--- config.mk ---
export PLATFORM = sky130hd
export DESIGN_NAME = c_comment_stripper
export DESIGN_NICKNAME = d
export VERILOG_FILES = /design/src/hdl/ccs_pkg.sv /design/src/hdl/c_comment_stripper.sv
export SDC_FILE = /design/constraint.sdc
export NUM_CORES = 1
export LEC_CHECK = 0
export ABC_AREA = 1
export BUFFER_PORTS_ARGS = -buffer_cell sky130_fd_sc_hd__buf_4
export CAP_MARGIN = 20
export CORE_MARGIN = 2
export CORE_UTILIZATION = 50
export CTS_BUF_LIST = sky130_fd_sc_hd__clkbuf_4 sky130_fd_sc_hd__clkbuf_8 sky130_fd_sc_hd__clkbuf_16
export DETAILED_ROUTE_END_ITERATION = 7
export PLACE_DENSITY = 0.69
export SETUP_SLACK_MARGIN = 0.02
export SLEW_MARGIN = 10
export SYNTH_ARGS = -nofsm -noshare
export SYNTH_HDL_FRONTEND = slang
export SYNTH_SLANG_ARGS = --single-unit
--- constraint.sdc ---
create_clock -name clk -period 2.6 [get_ports clk]
set_input_delay 0.13 -clock clk [delete_from_list [all_inputs] [get_ports clk]]
set_output_delay 0.13 -clock clk [all_outputs]
set_load 0.01 [all_outputs]
--- src/hdl/ccs_pkg.sv ---
`default_nettype none

package ccs_pkg;

    localparam int unsigned CHAR_W = 8;
    localparam int unsigned QDEPTH = 4;
    localparam int unsigned QPTR_W = $clog2(QDEPTH);
    localparam int unsigned QCNT_W = $clog2(QDEPTH + 1);

    localparam logic [CHAR_W-1:0] CH_SLASH  = 8'h2F;
    localparam logic [CHAR_W-1:0] CH_STAR   = 8'h2A;
    localparam logic [CHAR_W-1:0] CH_DQUOTE = 8'h22;
    localparam logic [CHAR_W-1:0] CH_SQUOTE = 8'h27;
    localparam logic [CHAR_W-1:0] CH_BSLASH = 8'h5C;

    typedef enum logic [2:0] {
        MODE_NORMAL = 3'd0,
        MODE_SLASH  = 3'd1,
        MODE_LINE   = 3'd2,
        MODE_BLOCK  = 3'd3,
        MODE_STAR   = 3'd4,
        MODE_STR    = 3'd5,
        MODE_CHR    = 3'd6
    } lex_mode_t;

    typedef struct packed {
        logic              last;
        logic              eol;
        logic [CHAR_W-1:0] ch;
    } res_item_t;

endpackage

`default_nettype wire

--- src/hdl/c_comment_stripper.sv ---
// Channel   Dir  tdata        tuser     tlast
// s_axis    in   [7:0] ch     [0] eol   -
// m_axis    out  [7:0] out_ch [0] out_eol last
//
// One source word is taken per cycle while s_axis_tready is high; a word
// that releases a held '/' gives two result words.
// Results go through a four-word output queue; s_axis_tready is high while
// the queue has room for two words, so a stall on m_axis holds the input.
// rst_n clears the lexer mode, the escape flag and the queue pointers.
`default_nettype none

module c_comment_stripper
    import ccs_pkg::*;
(
    input  wire logic              clk,
    input  wire logic              rst_n,
    input  wire logic              s_axis_tvalid,
    output logic                   s_axis_tready,
    input  wire logic [CHAR_W-1:0] s_axis_tdata,  // [7:0] ch
    input  wire logic              s_axis_tuser,  // [0] eol
    output logic                   m_axis_tvalid,
    input  wire logic              m_axis_tready,
    output logic      [CHAR_W-1:0] m_axis_tdata,  // [7:0] out_ch
    output logic                   m_axis_tuser,  // [0] out_eol
    output logic                   m_axis_tlast
);

    lex_mode_t   mode_reg, mode_next;
    logic        esc_reg, esc_next;
    res_item_t   q_reg [QDEPTH];
    logic [QPTR_W-1:0] wr_ptr_reg, rd_ptr_reg;
    logic [QCNT_W-1:0] cnt_reg;

    logic        in_acc, out_acc;
    logic [1:0]  n_res;
    res_item_t   r0, r1;
    logic [CHAR_W-1:0] c;
    logic        eol;

    lex_mode_t   nb_mode;
    logic        nb_emit;
    logic        nb_clr_esc;
    logic [CHAR_W-1:0] quote;

    assign c   = s_axis_tdata;
    assign eol = s_axis_tuser;

    assign s_axis_tready = (cnt_reg <= QCNT_W'(QDEPTH - 2));
    assign in_acc        = s_axis_tvalid && s_axis_tready;
    assign m_axis_tvalid = (cnt_reg != '0);
    assign out_acc       = m_axis_tvalid && m_axis_tready;
    assign m_axis_tdata  = q_reg[rd_ptr_reg].ch;
    assign m_axis_tuser  = q_reg[rd_ptr_reg].eol;
    assign m_axis_tlast  = q_reg[rd_ptr_reg].last;

    always_comb
    begin
        nb_emit    = 1'b1;
        nb_clr_esc = 1'b0;
        nb_mode    = MODE_NORMAL;
        if (c == CH_SLASH)
        begin
            nb_emit = 1'b0;
            nb_mode = MODE_SLASH;
        end
        else if (c == CH_DQUOTE)
        begin
            nb_mode    = MODE_STR;
            nb_clr_esc = 1'b1;
        end
        else if (c == CH_SQUOTE)
        begin
            nb_mode    = MODE_CHR;
            nb_clr_esc = 1'b1;
        end
    end

    assign quote = (mode_reg == MODE_STR) ? CH_DQUOTE : CH_SQUOTE;

    always_comb
    begin
        mode_next = mode_reg;
        esc_next  = esc_reg;
        if (eol)
        begin
            if (mode_reg == MODE_BLOCK || mode_reg == MODE_STAR)
                mode_next = MODE_BLOCK;
            else
                mode_next = MODE_NORMAL;
            esc_next = 1'b0;
        end
        else
        begin
            unique case (mode_reg) inside
                MODE_SLASH:
                begin
                    if (c == CH_SLASH)
                        mode_next = MODE_LINE;
                    else if (c == CH_STAR)
                        mode_next = MODE_BLOCK;
                    else
                    begin
                        mode_next = nb_mode;
                        if (nb_clr_esc)
                            esc_next = 1'b0;
                    end
                end
                MODE_LINE:
                begin
                end
                MODE_BLOCK:
                begin
                    if (c == CH_STAR)
                        mode_next = MODE_STAR;
                end
                MODE_STAR:
                begin
                    if (c == CH_SLASH)
                        mode_next = MODE_NORMAL;
                    else if (c != CH_STAR)
                        mode_next = MODE_BLOCK;
                end
                MODE_STR, MODE_CHR:
                begin
                    if (!esc_reg && c == quote)
                    begin
                        mode_next = MODE_NORMAL;
                        esc_next  = 1'b0;
                    end
                    else
                        esc_next = !esc_reg && (c == CH_BSLASH);
                end
                default:
                begin
                    mode_next = nb_mode;
                    if (nb_clr_esc)
                        esc_next = 1'b0;
                end
            endcase
        end
    end

    always_comb
    begin
        n_res = 2'd0;
        r0    = '{last: 1'b0, eol: 1'b0, ch: c};
        r1    = '{last: 1'b0, eol: 1'b0, ch: c};
        if (eol)
        begin
            if (mode_reg == MODE_SLASH)
            begin
                n_res = 2'd2;
                r0.ch = CH_SLASH;
                r1    = '{last: 1'b0, eol: 1'b1, ch: '0};
            end
            else
            begin
                n_res = 2'd1;
                r0    = '{last: 1'b0, eol: 1'b1, ch: '0};
            end
        end
        else
        begin
            unique case (mode_reg) inside
                MODE_SLASH:
                begin
                    if (c != CH_SLASH && c != CH_STAR)
                    begin
                        n_res = 2'd2;
                        r0.ch = CH_SLASH;
                    end
                end
                MODE_LINE, MODE_BLOCK, MODE_STAR:
                begin
                end
                MODE_STR, MODE_CHR:
                begin
                    n_res = 2'd1;
                end
                default:
                begin
                    n_res = nb_emit ? 2'd1 : 2'd0;
                end
            endcase
        end
        if (n_res == 2'd2)
            r1.last = 1'b1;
        else
            r0.last = 1'b1;
    end

    always_ff @(posedge clk or negedge rst_n)
    begin
        if (!rst_n)
        begin
            mode_reg   <= MODE_NORMAL;
            esc_reg    <= 1'b0;
            wr_ptr_reg <= '0;
            rd_ptr_reg <= '0;
            cnt_reg    <= '0;
        end
        else
        begin
            if (in_acc)
            begin
                mode_reg   <= mode_next;
                esc_reg    <= esc_next;
                wr_ptr_reg <= wr_ptr_reg + QPTR_W'(n_res);
            end
            if (out_acc)
                rd_ptr_reg <= rd_ptr_reg + 1'b1;
            cnt_reg <= cnt_reg + (in_acc ? QCNT_W'(n_res) : '0)
                               - (out_acc ? QCNT_W'(1) : '0);
        end
    end

    always_ff @(posedge clk)
    begin
        if (in_acc && n_res != 2'd0)
            q_reg[wr_ptr_reg] <= r0;
        if (in_acc && n_res == 2'd2)
            q_reg[QPTR_W'(wr_ptr_reg + 1'b1)] <= r1;
    end

endmodule

`default_nettype wire

==> run metrics <==
htree depth=2; fin crit period=2.40 ns; Clock power frac=15.4%; max-slew violations=0; internal power=2.13 mW; Max-Cap Viols=0; Crit path largest cell delay=0.41 ns; GRT Total Usage=21.1%; initial antenna violation count=0; Logic pwr share=49.9%; Pleak=1.52 nW; Yosys warning count=0; most frequent cell on the critical path=nand2_1; # setup viols final=0; EDFF count, synth=40; Setup TNS=0 ns; area of the core=5890 um2; P per Cell Area=1060 nW/um2; Reg power frac=34.7%; CP arrival=2.59 ns; Clk Latency, worst-skew pair=0.30 ns; CP cell instances=inv_2 > nor2_4 > nand2_1 > nand2_1 > a21oi_2 > nand3_1 > a21oi_2 > nand2_1 > ha_1 > inv_1 > ha_1 > fa_1 > xnor2_1; CTS buffer count=5; drt first pass iters=5; Fin. Hold Viols=0; asr flop ratio synth=21.6%; final worst-path cycle share=92.2%; register bit count reported by yosys=51; post-place instance area=3250 um2; ANT cells=0; global-route wire length before repair=10.6 mm; antenna-violating nets left=0; DR DRC count=0; Vias=2476; HP Class=primary input to asynchronous set/reset pin; Initial Utilization=51.6%; Critical Path RT=2.79 ns; area growth from synthesis to layout=12.0%; VDD IR max=0.000434 V; total gr overflow=0; Die Area=6710 um2; I/O pin total=25; dpl hpwl=4.66 mm; proportion of layout cells with a drive suffix above 1=16.5%; vias in the first global route=2179; Gate Count Post-Synth=364; Total Wirelength=6.52 mm; Via density=5.29; Fillers=538; max FFs per register=40; number of DRC markers in iteration 0=162; crit path max fanout=4; critical path startpoint category=register; Sw Share=40.8%; WL per Instance=13.9 um; Rel. slew slack=60.6%; Post-Syn Area per Cell=8.34 um2; Worst-path clk slew=0.09 ns; f_max=417 MHz; maximum number of pins on one net before global-route repair=23; syn_nets=382; Synth cell types=33; Critical Path End Type=register; most used flip-flop cell after synthesis=edfxtp_1; # rows=28; nets=410; CTS tree=built; Synth Cell Area=3040 um2; Critical-path top delay cell=dfrtp_1; Die Y=81.9 um; RSZ-0062 raised after global routing=false; GP Congestion=0.982; register area share after synthesis=48.6%; switching power=1.47 mW; DIE WIDTH=81.9 um; outcome=complete, no violations; clk sink count=51; port bufs=24; Core Util, Final=57.8%; skew final=0.00728 ns; Final Instance Area=3400 um2; clock root cell=clkbuf_8; Clock Path Buffers=2; CP Class=register to register; Least-Margin Pin Slew=0.591 ns
-- path summary, 6_finish.rpt --
check | slack [ns] | cells past startpoint | endpoint | from
max in group asynchronous | 2.25 | 2 | cnt_reg[1] | rst_n
min in group clk | 0.22 | 4 | esc_reg | s_axis_tuser
hold / removal | 0.19 | 2 | rd_ptr_reg[0] | rst_n
hold reg to reg | 0.51 | 2 | esc_reg | esc_reg
setup reg to reg | 0.20 | 13 | cnt_reg[2] | mode_reg[0]
setup / recovery | 0.20 | 13 | cnt_reg[2] | mode_reg[0]
-- power by group through the flow --
stage               logic (mW)  registers, mW  clock network, mW
floorplan                 1.24           1.24                  0
global placement          1.69           1.27                  0
detailed placement        1.72           1.28                  0
CTS                       1.73           1.26              0.563
global route              2.04           1.27              0.590
finish                    1.79           1.25              0.554
-- kinds of logic after synthesis --
| logic type | share of synthesized area [%] |
|---|---|
| adder cells (fa/ha/maj) | 2.31 |
| buffers and inverters | 8.73 |
| AND/OR/NAND/NOR | 27.6 |
| flip-flops | 48.6 |
| AO/OA/AOI/OAI | 11.6 |
| XOR/XNOR | 1.15 |
-- stage by stage --
| step | total power [mW] | hold slack (ns) | setup slack (ns) | cells |
|---|---|---|---|---|
| floorplan | 2.47 | -0.166 | 0.146 | 364 |
| global placement | 2.96 | -0.0245 | 0.226 | 456 |
| detailed placement | 3.00 | -0.0209 | 0.168 | 456 |
| CTS | 3.55 | 0.191 | 0.147 | 465 |
| global route | 3.90 | 0.220 | 0.0324 | 468 |
| finish | 3.60 | 0.192 | 0.203 | 468 |
-- cell usage in the layout, fill, tap and decap left out, drive strengths merged, types with 2 or more instances in the layout --
cell	count
inv	39
buf	33
a21oi	11
o22ai	10
nand2	76
ha	4
xor2	2
xnor2	2
dfrtp	11
o21ai	40
edfxtp	40
nor2	85
nand3	20
clkbuf	6
nand4	7
-- area by class of cell --
cell class | count | area, um2 | area share, %
multi-input combinational | 260 | 1300 | 38.3
sequential | 51 | 1480 | 43.4
tap | 75 | 93.8 | 2.76
timing repair buffer | 34 | 258 | 7.58
inverter | 40 | 158 | 4.63
clock inverter | 2 | 37.5 | 1.10
clock buffer | 6 | 76.3 | 2.24
-- synth_stat cells (2+ instances only) --
master,instances,share of area (%)
dfrtp_1,11,9.1
a21oi_1,9,1.5
xor2_1,2,0.58
nand2_1,68,8.4
clkbuf_1,6,0.74
ha_1,4,1.6
o21ai_2,5,1.4
buf_6,4,1.5
inv_1,37,4.6
nand2_4,2,0.74
o21ai_0,32,5.3
xnor2_1,2,0.58
buf_1,2,0.25
nand2_2,5,1.0
a21oi_2,2,0.58
o22ai_1,10,2.1
nand4_1,7,1.4
edfxtp_1,40,40
nand3_1,19,3.1
nor2_1,82,10
o21ai_1,3,0.49
-- repair_timing --
action,in CTS,in global routing
hold endpoints to repair,11,0
hold buffers,1,0
resized for setup,0,2
setup buffers,0,3
setup endpoints to repair,0,1
-- critical path: cells and delay by family, from the launching register on --
family                   cells  cell delay, ns
AO/OA/AOI/OAI                2            0.34
XOR/XNOR                     1            0.13
adder cells (fa/ha/maj)      3            0.82
buffers and inverters        2            0.14
flip-flops                   1            0.41
AND/OR/NAND/NOR              5            0.45
-- metal layers --
metal | up-vias | GRT usage, % | part of all wire [%]
met3 | 10 | 3.19 | 4.9
met2 | 81 | 35.7 | 50
li1 | 1251 | - | -
met4 | 0 | 6.50 | 1.6
met1 | 1134 | 27.9 | 43
met5 | - | 0 | 0
No activity file was read; power rests on OpenSTA's default activity.
